### src/sv/hsrs_pkg.sv
// Shared types, codes and constants of the humidity sensor read sequencer.
// Holds the CRC-8 helper used by the conversion unit. No dependencies.
`timescale 1ns / 1ps
`default_nettype none

package hsrs_pkg;

  // Field widths
  localparam int unsigned CMD_W        = 3;
  localparam int unsigned IDX_W        = 3;
  localparam int unsigned TIMEOUT_W    = 16;
  localparam int unsigned FAIL_W       = 8;
  localparam int unsigned PHASE_W      = 2;
  localparam int unsigned FAULT_W      = 2;
  localparam int unsigned TEMP_W       = 15;
  localparam int unsigned HUM_W        = 14;
  localparam int unsigned CFG_IDX_W    = 2;
  localparam int unsigned CFG_DATA_W   = 16;
  localparam int unsigned FRAME_BYTES  = 6;
  localparam int unsigned TIMER_BITS_DEF = 16;

  // Item commands
  localparam logic [CMD_W-1:0] CMD_START = 3'd0;
  localparam logic [CMD_W-1:0] CMD_TICK  = 3'd1;
  localparam logic [CMD_W-1:0] CMD_BYTE  = 3'd2;
  localparam logic [CMD_W-1:0] CMD_DONE  = 3'd3;
  localparam logic [CMD_W-1:0] CMD_CLEAR = 3'd4;

  // Measurement phases
  localparam logic [PHASE_W-1:0] PH_IDLE  = 2'd0;
  localparam logic [PHASE_W-1:0] PH_MEAS  = 2'd1;
  localparam logic [PHASE_W-1:0] PH_WAIT  = 2'd2;
  localparam logic [PHASE_W-1:0] PH_READY = 2'd3;

  // Fault codes
  localparam logic [FAULT_W-1:0] FAULT_NONE    = 2'd0;
  localparam logic [FAULT_W-1:0] FAULT_HW      = 2'd1;
  localparam logic [FAULT_W-1:0] FAULT_TIMEOUT = 2'd2;

  // Configuration register indexes
  localparam logic [CFG_IDX_W-1:0] CFG_MEASURE_CMD = 2'd0;
  localparam logic [CFG_IDX_W-1:0] CFG_TIMEOUT     = 2'd1;
  localparam logic [CFG_IDX_W-1:0] CFG_MAX_RETRIES = 2'd2;

  // Configuration reset values
  localparam logic [7:0]           MEASURE_CMD_RST = 8'd253;
  localparam logic [TIMEOUT_W-1:0] TIMEOUT_RST     = 16'd10;
  localparam logic [FAIL_W-1:0]    MAX_RETRIES_RST = 8'd3;

  // Scaling: value = floor(span * raw / 65535) - offset, in hundredths
  localparam logic [14:0]        TEMP_SPAN   = 15'd17500;
  localparam logic signed [15:0] TEMP_OFFSET = 16'sd4500;
  localparam logic [13:0]        HUM_SPAN    = 14'd12500;
  localparam logic [HUM_W-1:0]   HUM_OFFSET  = 14'd600;
  localparam logic [HUM_W-1:0]   HUM_MAX     = 14'd10000;

  // CRC-8, polynomial 0x31, preset 0xFF
  localparam logic [7:0] CRC_POLY = 8'h31;
  localparam logic [7:0] CRC_INIT = 8'hFF;

  typedef logic [FRAME_BYTES-1:0][7:0] frame_t;

  typedef struct packed {
    logic signed [TEMP_W-1:0] temperature;
    logic [HUM_W-1:0]         humidity;
    logic                     temp_ok;
    logic                     hum_ok;
  } conv_t;

  // One byte through the CRC register, MSB first
  function automatic logic [7:0] crc8_byte(input logic [7:0] crc_in, input logic [7:0] data);
    logic [7:0] crc;
    crc = crc_in ^ data;
    for (int k = 0; k < 8; k++) begin
      crc = crc[7] ? ({crc[6:0], 1'b0} ^ CRC_POLY) : {crc[6:0], 1'b0};
    end
    return crc;
  endfunction

  // CRC of a two-byte word
  function automatic logic [7:0] crc8_word(input logic [7:0] b0, input logic [7:0] b1);
    return crc8_byte(crc8_byte(CRC_INIT, b0), b1);
  endfunction

endpackage

`default_nettype wire

### src/sv/hsrs_conv.sv
// Frame conversion: CRC check and scaling of the temperature and humidity words.
// Depends on hsrs_pkg for the frame and result types and the scale constants.
`timescale 1ns / 1ps
`default_nettype none

module hsrs_conv (
  input  hsrs_pkg::frame_t frame_i,
  output hsrs_pkg::conv_t  conv_o
);
  import hsrs_pkg::*;

  // floor(x / 65535) for x below 2^31: add the high half back, round up by one
  function automatic logic [15:0] div_full_scale(input logic [31:0] x);
    logic [32:0] s;
    s = 33'(x) + 33'(x[31:16]) + 33'd1;
    return s[31:16];
  endfunction

  logic [15:0]        t_raw;
  logic [15:0]        h_raw;
  logic               t_ok;
  logic               h_ok;
  logic [31:0]        t_prod;
  logic [31:0]        h_prod;
  logic [15:0]        t_q;
  logic [15:0]        h_q;
  logic signed [15:0] t_sum;
  logic [HUM_W-1:0]   h_shift;
  logic [HUM_W-1:0]   h_val;

  // Words and their checks
  assign t_raw = {frame_i[0], frame_i[1]};
  assign h_raw = {frame_i[3], frame_i[4]};
  assign t_ok  = (crc8_word(frame_i[0], frame_i[1]) == frame_i[2]);
  assign h_ok  = (crc8_word(frame_i[3], frame_i[4]) == frame_i[5]);

  // Scale to hundredths
  assign t_prod = 32'(t_raw) * 32'(TEMP_SPAN);
  assign h_prod = 32'(h_raw) * 32'(HUM_SPAN);
  assign t_q    = div_full_scale(t_prod);
  assign h_q    = div_full_scale(h_prod);

  // Temperature: quotient is at most 17500, so it fits 15 bits
  assign t_sum = $signed({1'b0, t_q[14:0]}) - TEMP_OFFSET;

  // Humidity: quotient is at most 12500; remove offset and clamp to 0..10000
  assign h_shift = h_q[HUM_W-1:0] - HUM_OFFSET;
  always_comb begin
    if (h_q[HUM_W-1:0] < HUM_OFFSET) begin
      h_val = '0;
    end else if (h_shift > HUM_MAX) begin
      h_val = HUM_MAX;
    end else begin
      h_val = h_shift;
    end
  end

  // A failed check reports zero
  assign conv_o.temperature = t_ok ? t_sum[TEMP_W-1:0] : '0;
  assign conv_o.humidity    = h_ok ? h_val : '0;
  assign conv_o.temp_ok     = t_ok;
  assign conv_o.hum_ok      = h_ok;

endmodule

`default_nettype wire

### src/sv/humidity_sensor_read_sequencer.sv
// Top level of the humidity/temperature sensor read sequencer.
// Depends on hsrs_pkg and hsrs_conv.
`timescale 1ns / 1ps
`default_nettype none

// Takes one item per clock and returns one result item for each: the item is
// captured in an input register, the state update and frame conversion (CRC-8
// check and a constant multiply per word) run in one pass of logic, and the
// outcome lands in the result register, which drives the result ports.
// Throughput is one item per cycle, limited only by out_stall; an input item is
// still taken while a finished result waits. No start-up sweep after reset.
// TIMER_BITS sets the width of the tick counter, which saturates at its maximum.
module humidity_sensor_read_sequencer #(
  parameter int unsigned TIMER_BITS = hsrs_pkg::TIMER_BITS_DEF
) (
  input  logic                                clk,
  input  logic                                rst_n,
  // configuration
  input  logic                                cfg_we,
  input  logic [hsrs_pkg::CFG_IDX_W-1:0]      cfg_index,
  input  logic [hsrs_pkg::CFG_DATA_W-1:0]     cfg_data,
  // input items
  input  logic                                in_valid,
  output logic                                in_stall,
  input  logic [hsrs_pkg::CMD_W-1:0]          in_cmd,
  input  logic                                in_bus_ok,
  input  logic [7:0]                          in_rx_byte,
  input  logic [hsrs_pkg::IDX_W-1:0]          in_byte_index,
  // result items
  output logic                                out_valid,
  input  logic                                out_stall,
  output logic                                out_accepted,
  output logic [7:0]                          out_write_byte,
  output logic                                out_issue_read,
  output logic [hsrs_pkg::PHASE_W-1:0]        out_phase,
  output logic [hsrs_pkg::FAULT_W-1:0]        out_fault_code,
  output logic signed [hsrs_pkg::TEMP_W-1:0]  out_temperature_centi,
  output logic [hsrs_pkg::HUM_W-1:0]          out_humidity_centi,
  output logic                                out_temp_crc_ok,
  output logic                                out_hum_crc_ok,
  output logic                                out_new_data
);
  import hsrs_pkg::*;

  localparam int unsigned CMP_W = (TIMER_BITS > TIMEOUT_W) ? TIMER_BITS : TIMEOUT_W;
  localparam logic [TIMER_BITS-1:0] TIMER_MAX = {TIMER_BITS{1'b1}};

  // Configuration registers
  logic [7:0]           measure_cmd_r;
  logic [TIMEOUT_W-1:0] timeout_r;
  logic [FAIL_W-1:0]    max_retries_r;

  // Input register
  logic                 s1_valid_r;
  logic [CMD_W-1:0]     s1_cmd_r;
  logic                 s1_bus_ok_r;
  logic [7:0]           s1_rx_byte_r;
  logic [IDX_W-1:0]     s1_idx_r;

  // Sequencer state
  logic [PHASE_W-1:0]    phase_r,   phase_nxt;
  logic [TIMER_BITS-1:0] elapsed_r, elapsed_nxt;
  logic [FAIL_W-1:0]     fail_r,    fail_nxt;
  logic [FAULT_W-1:0]    fault_r,   fault_nxt;
  frame_t                rx_buf_r,  rx_buf_nxt;
  conv_t                 meas_r,    meas_nxt;

  // Per-item result flags
  logic       out_valid_r;
  logic       accepted_r,  accepted_nxt;
  logic [7:0] wbyte_r,     wbyte_nxt;
  logic       issue_r,     issue_nxt;
  logic       fresh_r,     fresh_nxt;

  logic                  s1_adv;
  logic                  s1_fire;
  logic                  in_take;
  logic [TIMER_BITS-1:0] elapsed_inc;
  logic                  timed_out;
  logic                  fail_hit;
  logic [FAULT_W-1:0]    fail_code;
  logic [FAIL_W-1:0]     fail_after;
  conv_t                 conv;

  // Handshake: input stage moves whenever the result register is free
  assign s1_adv   = !out_valid_r || !out_stall;
  assign s1_fire  = s1_valid_r && s1_adv;
  assign in_stall = s1_valid_r && !s1_adv;
  assign in_take  = in_valid && !in_stall;

  hsrs_conv u_conv (
    .frame_i (rx_buf_r),
    .conv_o  (conv)
  );

  // Saturating tick counter and timeout compare
  assign elapsed_inc = (elapsed_r != TIMER_MAX) ? elapsed_r + TIMER_BITS'(1) : elapsed_r;
  assign timed_out   = CMP_W'(elapsed_inc) > CMP_W'(timeout_r);

  // Item decode and state update
  always_comb begin
    phase_nxt    = phase_r;
    elapsed_nxt  = elapsed_r;
    fail_nxt     = fail_r;
    fault_nxt    = fault_r;
    rx_buf_nxt   = rx_buf_r;
    meas_nxt     = meas_r;
    accepted_nxt = 1'b0;
    wbyte_nxt    = '0;
    issue_nxt    = 1'b0;
    fresh_nxt    = 1'b0;
    fail_hit     = 1'b0;
    fail_code    = FAULT_HW;
    case (s1_cmd_r)
      CMD_START: begin
        if (phase_r == PH_IDLE) begin
          wbyte_nxt = measure_cmd_r;
          if (s1_bus_ok_r) begin
            phase_nxt    = PH_MEAS;
            elapsed_nxt  = '0;
            fail_nxt     = '0;
            accepted_nxt = 1'b1;
          end else begin
            fail_hit = 1'b1;
          end
        end
      end
      CMD_TICK: begin
        elapsed_nxt = elapsed_inc;
        if (phase_r == PH_MEAS && timed_out) begin
          issue_nxt = 1'b1;
          if (s1_bus_ok_r) begin
            phase_nxt   = PH_WAIT;
            elapsed_nxt = '0;
          end else begin
            phase_nxt = PH_IDLE;
            fail_hit  = 1'b1;
          end
        end else if (phase_r == PH_WAIT && timed_out) begin
          phase_nxt = PH_IDLE;
          fail_hit  = 1'b1;
          fail_code = FAULT_TIMEOUT;
        end
      end
      CMD_BYTE: begin
        if (32'(s1_idx_r) < FRAME_BYTES) begin
          rx_buf_nxt[s1_idx_r] = s1_rx_byte_r;
        end
      end
      CMD_DONE: begin
        // passes through data ready and back to idle within the item
        if (phase_r == PH_WAIT) begin
          phase_nxt = PH_IDLE;
          meas_nxt  = conv;
          fresh_nxt = 1'b1;
        end
      end
      CMD_CLEAR: begin
        fault_nxt = FAULT_NONE;
        fail_nxt  = '0;
      end
      default: begin
      end
    endcase

    // Failure bookkeeping: count up to one past the limit, then latch the code
    fail_after = (fail_r <= max_retries_r && fail_r != {FAIL_W{1'b1}})
                 ? fail_r + FAIL_W'(1) : fail_r;
    if (fail_hit) begin
      fail_nxt = fail_after;
      if (fail_after > max_retries_r) begin
        fault_nxt = fail_code;
      end
    end
  end

  // Configuration writes
  always_ff @(posedge clk) begin
    if (!rst_n) begin
      measure_cmd_r <= MEASURE_CMD_RST;
      timeout_r     <= TIMEOUT_RST;
      max_retries_r <= MAX_RETRIES_RST;
    end else if (cfg_we) begin
      case (cfg_index)
        CFG_MEASURE_CMD: measure_cmd_r <= cfg_data[7:0];
        CFG_TIMEOUT:     timeout_r     <= cfg_data[TIMEOUT_W-1:0];
        CFG_MAX_RETRIES: max_retries_r <= cfg_data[FAIL_W-1:0];
        default: begin
        end
      endcase
    end
  end

  // Input register
  always_ff @(posedge clk) begin
    if (!rst_n) begin
      s1_valid_r <= 1'b0;
    end else if (in_take) begin
      s1_valid_r <= 1'b1;
    end else if (s1_fire) begin
      s1_valid_r <= 1'b0;
    end
  end

  always_ff @(posedge clk) begin
    if (in_take) begin
      s1_cmd_r     <= in_cmd;
      s1_bus_ok_r  <= in_bus_ok;
      s1_rx_byte_r <= in_rx_byte;
      s1_idx_r     <= in_byte_index;
    end
  end

  // State and result register
  always_ff @(posedge clk) begin
    if (!rst_n) begin
      out_valid_r <= 1'b0;
      phase_r     <= PH_IDLE;
      elapsed_r   <= '0;
      fail_r      <= '0;
      fault_r     <= FAULT_NONE;
      rx_buf_r    <= '0;
      meas_r      <= '0;
    end else begin
      if (s1_adv) begin
        out_valid_r <= s1_valid_r;
      end
      if (s1_fire) begin
        phase_r   <= phase_nxt;
        elapsed_r <= elapsed_nxt;
        fail_r    <= fail_nxt;
        fault_r   <= fault_nxt;
        rx_buf_r  <= rx_buf_nxt;
        meas_r    <= meas_nxt;
      end
    end
  end

  always_ff @(posedge clk) begin
    if (s1_fire) begin
      accepted_r <= accepted_nxt;
      wbyte_r    <= wbyte_nxt;
      issue_r    <= issue_nxt;
      fresh_r    <= fresh_nxt;
    end
  end

  // Result ports
  assign out_valid             = out_valid_r;
  assign out_accepted          = accepted_r;
  assign out_write_byte        = wbyte_r;
  assign out_issue_read        = issue_r;
  assign out_phase             = phase_r;
  assign out_fault_code        = fault_r;
  assign out_temperature_centi = meas_r.temperature;
  assign out_humidity_centi    = meas_r.humidity;
  assign out_temp_crc_ok       = meas_r.temp_ok;
  assign out_hum_crc_ok        = meas_r.hum_ok;
  assign out_new_data          = fresh_r;

endmodule

`default_nettype wire

### config.mk
export PLATFORM = sky130hd
export DESIGN_NAME = humidity_sensor_read_sequencer
export DESIGN_NICKNAME = d
export VERILOG_FILES = /design/src/sv/hsrs_pkg.sv /design/src/sv/hsrs_conv.sv /design/src/sv/humidity_sensor_read_sequencer.sv
export SDC_FILE = /design/constraint.sdc
export NUM_CORES = 1
export LEC_CHECK = 0
export ABC_AREA = 1
export BUFFER_PORTS_ARGS = -buffer_cell sky130_fd_sc_hd__buf_2
export CORE_ASPECT_RATIO = 0.6
export CORE_MARGIN = 5
export CORE_UTILIZATION = 35
export DETAILED_ROUTE_END_ITERATION = 8
export PLACE_DENSITY = 0.57
export SLEW_MARGIN = 20
export SYNTH_ARGS = -nofsm -noshare
export SYNTH_HDL_FRONTEND = slang
export SYNTH_SLANG_ARGS = --single-unit
### constraint.sdc
create_clock -name clk -period 14.6 [get_ports clk]
set_input_delay 2.92 -clock clk [delete_from_list [all_inputs] [get_ports clk]]
set_output_delay 2.92 -clock clk [all_outputs]
set_load 0.02 [all_outputs]
Yosys cells after proc, flatten, opt, wreduce, memory -nomap -nowiden
Index checks and enable logic that the tools add are counted.
Cells by class
  $add $sub $neg: 8
  multiply operators: 2
  divide/modulo/power cells: 0
  order comparisons: 8
  equal/unequal tests: 18
  shifts and indexed selects: 0
  multiplexer cells: 73
  bitwise operators: 36
  reduce and logical (&&, ||, !) cells: 28
Operators by type and width (count)
  6-bit 2-to-1 mux: 32
  3-bit inverter: 32
  16-bit 2-to-1 mux: 5
  48-bit bitwise mux: 1
  14-bit 2-to-1 mux: 3
  8-bit 2-to-1 mux: 5
  16-bit case mux with 2 select lines: 1
  31-bit by 1-bit adder with 31-bit output (second input constant): 1
  31-bit by 15-bit adder with 31-bit output: 1
  30-bit by 1-bit adder with 30-bit output (second input constant): 1
  30-bit by 14-bit adder with 30-bit output: 1
  16-bit by 13-bit multiplier with 29-bit output (second input constant): 1
  16-bit by 12-bit multiplier with 28-bit output (second input constant): 1
  8-bit demux with 3-bit select: 1
  2-bit 2-to-1 mux: 12
  16-bit by 1-bit adder with 16-bit output (second input constant): 1
  8-bit equality test: 2
  16-bit greater-than comparator: 1
  16-bit != test (second input constant): 1
  8-bit inverter: 2
  8-bit case mux with 2 select lines: 1
  8-bit XOR: 2
  15-bit 2-to-1 mux: 1
  15-bit by 13-bit subtractor with 15-bit output (second input constant): 1
  31 further kinds: 63
Storage, ports and cells
  bits in registers: 167
  latch bits: 0
  memory bits (writable): 0
  memory bits (read-only): 0
  bits of input ports: 38
  word-level logic and storage cells: 200
  memories kept: 0

Logic depth before layout (Yosys ltp)
Gate-level depths: netlist (run 1).
  word-level depth: 36
  depth in mapped cells: 53
  gate-level depth less buffers: 52

Modules after synthesis
From an unflattened synthesis (run 1), not the netlist that was laid out.
Unflattened totals
  cell total of the unflattened synthesis: 2576
  area, all modules: 18397.6 um^2
Modules (own cells, without submodules)
  hsrs_conv: times used 1, cells an instance 1636, area an instance 10939.2 um^2
  humidity_sensor_read_sequencer: times used 1, cells an instance 940, area an instance 7458.4 um^2

Worst setup path before layout (run 1)
OpenSTA, ideal clock, no wires.
  kind: register -> register
  from: reg rx_buf_r[29] (netlist name)
  to: reg meas_r (netlist bit out_humidity_centi[10])
  data arrival time: 6695 ps
  data required time: 14469 ps
  setup slack: 7775 ps
  cell stages (with the launch flop): 53
  buffers on the path: 2
  period minus slack after synthesis: 6825 ps
  cells stage by stage: dfxtp_1 -> ha_1 -> ha_1 -> inv_1 -> fa_1 -> inv_1 -> fa_1 -> inv_1 -> fa_1 -> inv_1 -> ha_1 -> buf_2 -> nand2_1 -> nor2_2 -> inv_2 -> nor3_2 -> nand2_2 -> nand2_4 -> (+17 left out) -> nand2_1 -> nand2_1 -> nand2_2 -> inv_2 -> ha_1 -> o21ai_2 -> inv_1 -> nand2_1 -> nand2_1 -> nand2_1 -> nand2_1 -> nor2_1 -> nand2_1 -> nand2_2 -> buf_6 -> nand2_2 -> nand2_1 -> a21oi_2
On the way
  cells in the longest elaborated chain, start to end: 20
Ends and longest elaborated chain
  start, declared: RTL line humidity_sensor_read_sequencer.sv:65  | frame_t rx_buf_r, rx_buf_nxt;
  start signal, assigned: RTL line humidity_sensor_read_sequencer.sv:233  | rx_buf_r <= rx_buf_nxt;
  parallel branches: the longest is 19 deep, another holds 30-bit by 14-bit adder with 30-bit output
  14-bit 2-to-1 mux *: RTL line hsrs_conv.sv:60  | assign conv_o.humidity = h_ok ? h_val : '0;
  end signal, assigned: RTL line humidity_sensor_read_sequencer.sv:234  | meas_r <= meas_nxt;
  end, declared: RTL line humidity_sensor_read_sequencer.sv:66  | conv_t meas_r, meas_nxt;
Mark *: on every way between the ends.
A chain may end at the register's enable or synchronous reset.

Final worst setup path (run 1)
  from: reg rx_buf_r[30] (netlist name)
  to: reg meas_r (netlist bit out_humidity_centi[8])
Same word-level chain as after synthesis.

==> results of run 1 <==
-- cell usage after synthesis, drive strengths merged, types with 2 or more instances --
master   instances  share of area
o21a             4         0.0016
dfxtp          141           0.15
xor2            85          0.044
nand4           43          0.015
buf              5         0.0020
inv            506           0.10
o31ai            2        0.00082
and3             3         0.0010
or2              9         0.0031
o211ai          17         0.0070
nor4             4         0.0022
a2bb2oi          2        0.00096
ha             263           0.18
o2111ai          4         0.0019
a21oi          227          0.063
edfxtp          26          0.043
o221ai           3         0.0014
clkbuf          31         0.0064
nor3            31          0.010
o21bai           6         0.0025
a211oi           6         0.0025
a31oi            7         0.0024
and2             2        0.00069
o21ai          114          0.032
clkinv           4        0.00082
nand3b          17         0.0079
a31o             2        0.00096
xnor2           46          0.024
nand2          523           0.11
fa              85          0.093
nand3          128          0.039
a21o             7         0.0029
nor2           158          0.035
-- placed cells by master, fill, tap and decap left out, drive strengths merged, types with 2 or more instances in the layout --
cell type	n
xnor2	46
o31ai	2
and3	3
o21ai	114
edfxtp	26
a31o	2
nand4	43
o2111ai	4
clkinv	9
xor2	85
buf	91
o221ai	3
o21bai	6
a211oi	6
nand3	128
nand2	523
inv	515
a31oi	7
clkbuf	18
nor4	4
a21o	7
or2	9
nand3b	17
o211ai	17
nor3	31
ha	263
and2	2
fa	85
o21a	4
dfxtp	141
nor2	158
a21oi	227
a2bb2oi	2
-- cells by family after synthesis --
logic type	count (synthesis)	synth area share
xor+xnor	131	0.06746
flops	167	0.1976
buf+inv	546	0.1134
mux	1	0.0006176
simple gates	920	0.2263
fa+ha+maj	348	0.2738
compound gates	402	0.1208
-- routing by layer --
layer,vias up,GRT usage
met2,495,0.2309
li1,8240,-
met5,-,0
met4,0,0.02787
met3,37,0.06289
met1,7672,0.3039
-- registers in the layout, summed over array words and instances (netlist names), 14 cells and up --
register / flops
elapsed_r: 16
rx_buf_r: 48
timeout_r: 16
out_humidity_centi: 14
out_temperature_centi: 15
-- metrics by stage --
| stage | utilization | setup WS (ns) | std cells |
|---|---|---|---|
| after floorplan | - | 7.775 | 2515 |
| after global placement | 0.3789 | 6.556 | 3263 |
| after detailed placement | 0.3789 | 6.607 | 3263 |
| after CTS | 0.3899 | 6.561 | 3295 |
| after global routing | 0.3899 | 5.753 | 3295 |
| final | 0.3899 | 6.444 | 3295 |
-- critical path: cells and delay by family (launching register included) --
kind / cells / cell delay [ns]
AND/OR/NAND/NOR: 17 / 2.24
adder cells (fa/ha/maj): 8 / 3.22
flip-flops: 1 / 0.61
XOR/XNOR: 2 / 0.54
AO/OA/AOI/OAI: 4 / 0.84
buffers and inverters: 7 / 0.62
-- cell type report --
| class | count | area [µm²] | share of cell area |
|---|---|---|---|
| clock inverters | 14 | 136.4 | 0.006825 |
| flip-flops and latches | 167 | 3603 | 0.1803 |
| inverters | 510 | 1914 | 0.09580 |
| well taps | 693 | 867.1 | 0.04339 |
| repair buffers | 91 | 470.5 | 0.02354 |
| multi-input cells | 1802 | 12560 | 0.6286 |
| clock buffers | 18 | 429.2 | 0.02148 |
-- final timing paths --
kind / startpoint / to / slack (ns)
max: rx_buf_r[30] / out_humidity_centi[8] / 6.44
min reg2reg: out_temperature_centi[6] / out_temperature_centi[6] / 0.46
max reg2reg: rx_buf_r[30] / out_humidity_centi[8] / 6.44
min: out_temperature_centi[6] / out_temperature_centi[6] / 0.46
-- report_power, final --
part	switching [mW]	internal (mW)	total, mW
clock	0.218	0.226	0.444
sequential	0.00916	0.477	0.486
combinational	0.0562	0.0271	0.0833
total	0.283	0.730	1.01
==> key figures, run 1 <==
Pwr
  – Power Total: 1.014 mW
  – Peak VDD IR: 0.09073 mV
  – Pwr/cell area: approximately 50 nW/µm²
  – Cell leakage power: roughly 11 nW

Synth
  – Post-synthesis sequential area ratio: 0.1976
  – Synth warnings: 0
  – Mapped Nets: 2,901
  – Cells after Synth: 2,515
  – Ys async rst share: 0
  – Syn avg cell area: about 7.2 µm²
  – EDFF count, synth: 26
  – Seq cells post-synth: 167
  – Most used DFF post-synth: dfxtp_1
  – Synthesized cell area: ~18,000 µm²
  – Number of distinct library cells after synthesis: slightly below 60

Detailed routing
  – Total wire length: between 50 and 60 mm
  – DRT met1 WL: ~30 mm
  – DR WL/cell: ~16 µm
  – Metal2 WL: roughly 19 mm
  – First-pass iteration count of the detailed router: 5
  – Routed wl met3: approximately 5.2 mm
  – Vias: 16,440
  – Top Metal Used: met4
  – # DRC: 0
  – Via density per instance: 4.991
  – DRT iter0 DRCs: 1,575
  – Routed Antenna Nets: 0

Timing
  – Setup_tns: 0 ns
  – Crit share post-route: 0.5586
  – Relative slew slack: 0.4338
  – Final Max Slew Viols: 0
  – Endpoints failing setup: 0
  – Clk_skew: 0.01961 ns
  – Final hold slack: 0.4601 ns
  – RSZ-0062 raised after global routing: false
  – Final hold violation count: 0
  – Measured slew at the worst slew-check pin: 0.8454 ns
  – Min Clock Period, post-route: 8.156 ns
  – FMAX: 122.6 MHz

Clock network
  – H-tree depth: 4
  – CTS resizes: 0
  – TritonCTS buffer count: 17
  – CTS tree: yes
  – Clk sink count: 167
  – Worst-Skew Late Latency: 0.46 ns
  – Clk root buf: clkbuf_16
  – Clock slew at reported path FFs: 0.07 ns
  – Cts-stage hold buffer count: 0
  – Maximum buffer depth of the clock tree: 2
  – Setup bufs post-CTS: 0

Global routing
  – First-pass GRT wire length: 85.23 mm
  – GRT Total Usage: 0.1859
  – Vias in the first global route: 15,250
  – Antenna violations before repair: 1
  – Pin count of the biggest net entering global routing: 83
  – Total gr overflow: 0

Critical path
  – CP endpoint kind: flip-flop
  – CP peak stage delay: 0.61 ns
  – CP required: roughly 15 ns
  – CP most frequent cell: nand2_1
  – Critical path startpoint category: flip-flop
  – CP Data Arrival Time: 8.54 ns
  – Slowest CP cell: dfxtp_1
  – Worst-path fanout max: 13
  – Reg2reg path depth: 38
  – Critical path type: flip-flop to flip-flop

Placed design
  – Routability cong.: just under 1
  – I/O Buffers: 85
  – Post-place instance area: slightly below 20,000 µm²
  – Hpwl dp: around 45 mm

Hold path
  – Hold crit path type: flip-flop to flip-flop
  – Hold depth: 2

Finish
  – Share of layout cells above drive strength 1: 0.08417
  – Nets@finish: 2,975
  – Number of inserted diodes: 0
  – # fillers: 5,351
  – Area Growth Syn to Fin: 9.601%
  – Cell area after layout: 19,980 µm²

Floorplan
  – Num ports: 86
  – Die Wd: 304.7 µm
  – Row count: 64
  – Core Box Area: a little over 50,000 µm²
  – Die Area: 56,910 µm²
  – Die span in y: 186.8 µm
  – Initial Utilization: 0.3558

Job
  – MaxCap Viol Count: 0

Status
  – Status: finished clean
(Power assumes the default switching activity.)
==> run 2: changes to the inputs <==
==> constraint.sdc (replaced) <==
create_clock -name clk -period 7.95 [get_ports clk]
set_input_delay 1.59 -clock clk [delete_from_list [all_inputs] [get_ports clk]]
set_output_delay 1.59 -clock clk [all_outputs]
set_load 0.02 [all_outputs]
==> key figures, run 2 (same netlist as run 1, synthesis figures left out) <==
Timing
  – Final Max Slew Viols: 0
  – Endpoints failing setup: 0
  – Final hold violation count: 0
  – Clk_skew: 0.01454 ns
  – FMAX: approximately 130 MHz
  – Relative slew slack: 0.4338
  – Worst setup margin: 0.4759 ns
  – Min Clock Period, post-route: 7.474 ns
  – Measured slew at the worst slew-check pin: 0.8454 ns
  – Crit share post-route: 0.9401

Global routing
  – First-pass GRT wire length: between 80 and 90 mm
  – GR Layer Usage met3: 0.05394
  – Vias in the first global route: 15,360
  – Pin count of the biggest net entering global routing: between 80 and 90
  – Layer with the highest usage: met1
  – GRT Total Usage: 0.1867
  – Total gr overflow: 0
  – Met2 Use GR: 0.2318
  – Antenna violations before repair: 1
  – GR Layer Usage met1: 0.3122

Detailed routing
  – Routed Antenna Nets: 0
  – Total wire length: 54.00 mm
  – # DRC: 0
  – Via density per instance: 4.982
  – Vias: 16,500
  – DR WL/cell: 16.30 µm
  – First-pass iteration count of the detailed router: 7
  – DRT iter0 DRCs: 1,397

Clock network
  – Maximum buffer depth of the clock tree: 2
  – Clk root buf: clkbuf_16
  – Clk sink count: 167
  – Cts-stage hold buffer count: 0
  – Clock slew at reported path FFs: 0.06 ns
  – CTS tree: yes
  – Worst-Skew Late Latency: 0.46 ns
  – H-tree depth: 4
  – TritonCTS buffer count: 17

Pwr
  – Pwr/cell area: between 90 and 100 nW/µm²
  – Cell leakage power: 10.62 nW
  – Peak VDD IR: 0.1597 mV
  – Power Total: roughly 1.9 mW

Placed design
  – Routability cong.: 0.9485
  – I/O Buffers: 85
  – Post-place instance area: 19,490 µm²
  – Hpwl dp: 44.96 mm
  – Worst slack, placed: approximately 0.011 ns

Floorplan
  – Initial Utilization: 0.3558
  – Num ports: between 80 and 90
  – Die span in y: 186.8 µm
  – Core Box Area: 51,250 µm²
  – Die Wd: 304.7 µm
  – Die Area: 56,910 µm²
  – Row count: 64

Critical path
  – Top delay family on crit path: adder cells
  – CP required: 8.33 ns
  – CP peak stage delay: between 0.5 and 0.6 ns
  – Slowest CP cell: fa_1
  – CP endpoint kind: flip-flop
  – Critical path startpoint category: flip-flop
  – Critical path buffer and inverter count: 6
  – Worst-path fanout max: 7
  – CP most frequent cell: nand2_1
  – Critical path type: flip-flop to flip-flop
  – CP Data Arrival Time: 7.85 ns

Hold path
  – Hold crit path type: flip-flop to flip-flop

Finish
  – Register Area: 3645 µm²
  – Footprint of the multi-input gates: 12,730 µm²
  – Reg with most FFs: rx_buf_r
  – Area Growth Syn to Fin: 11.52%
  – Util after Layout: 0.3967
  – Nets@finish: 2,992
  – Cell area after layout: 20,330 µm²
  – Share of layout cells above drive strength 1: 0.1061
  – # fillers: around 5,400
  – Number of flip-flops under the largest register name: 48
  – Top flop regs: rx_buf_r: 48 flops, elapsed_r: 16 flops, timeout_r: 16 flops
  – Commonest non-fill, non-tap cells in the layout: inv_1 (493), nand2_1 (493), ha_1 (257), a21oi_1 (216), nor2_1 (144)
  – Number of inserted diodes: 0

Job
  – MaxCap Viol Count: 0

Status
  – Status: finished clean
[run 2: changes by cell type in the layout (fill, tap and decap cells not counted), moves of 3 or more]
cell | before | now
dfxtp_1 | 141 | 124
ha_4 | 0 | 4
nand2_2 | 26 | 29
a21oi_2 | 5 | 9
buf_4 | 6 | 22
nand2_1 | 496 | 493
dfxtp_4 | 0 | 8
inv_6 | 5 | 2
a21oi_1 | 222 | 216
dfxtp_2 | 0 | 9
ha_1 | 263 | 257
[run 2: area by class of cell]
| cell class | count | share of cell area |
|---|---|---|
| clock buffer | 19 | 0.02234 |
| clock inverter | 13 | 0.006585 |
| inverter | 510 | 0.09415 |
| multi-input combinational | 1803 | 0.6260 |
| sequential | 167 | 0.1793 |
| tap | 693 | 0.04265 |
| timing repair buffer | 107 | 0.02905 |
[run 2: worst min-delay path: stages (launching register included)]
cell and delay [ns]:
dfxtp_1 0.31, nand2_1 0.05, a21oi_1 0.05
[run 2: layer usage]
| metal | part of all wire | vias up |
|---|---|---|
| met5 | 0 | - |
| met1 | 0.55 | 7690 |
| met4 | 0.0060 | 0 |
| met2 | 0.36 | 517 |
| li1 | - | 8271 |
| met3 | 0.090 | 24 |
[run 2: worst paths after layout]
check	startpoint	to	slack [ns]	depth (start not counted)
setup / recovery	rx_buf_r[5]	out_temperature_centi[14]	0.48	38
hold / removal	out_temp_crc_ok	out_temp_crc_ok	0.46	2
setup reg to reg	rx_buf_r[5]	out_temperature_centi[14]	0.48	38
hold reg to reg	out_temp_crc_ok	out_temp_crc_ok	0.46	2
[run 2: power breakdown]
group,total [mW],internal [mW],switching [mW]
clock network,0.839,0.434,0.404
logic,0.155,0.0510,0.104
registers,0.891,0.874,0.0172
[run 2: per-stage QoR]
step                      TNS (ns)  hold slack (ns)  std cells
after global routing       -0.1384           0.4783       3312
after global placement           0           0.4479       3273
after floorplan                  0           0.4345       2515
final                            0           0.4598       3312
after detailed placement         0           0.4524       3273
after CTS                        0           0.4639       3305
[run 2: timing repair]
action                     in CTS  in global routing
resized for setup               2                 54
pin swaps                       0                 10
gates cloned                    0                  1
buffers inserted                0                  6
setup endpoints to repair      11                 20
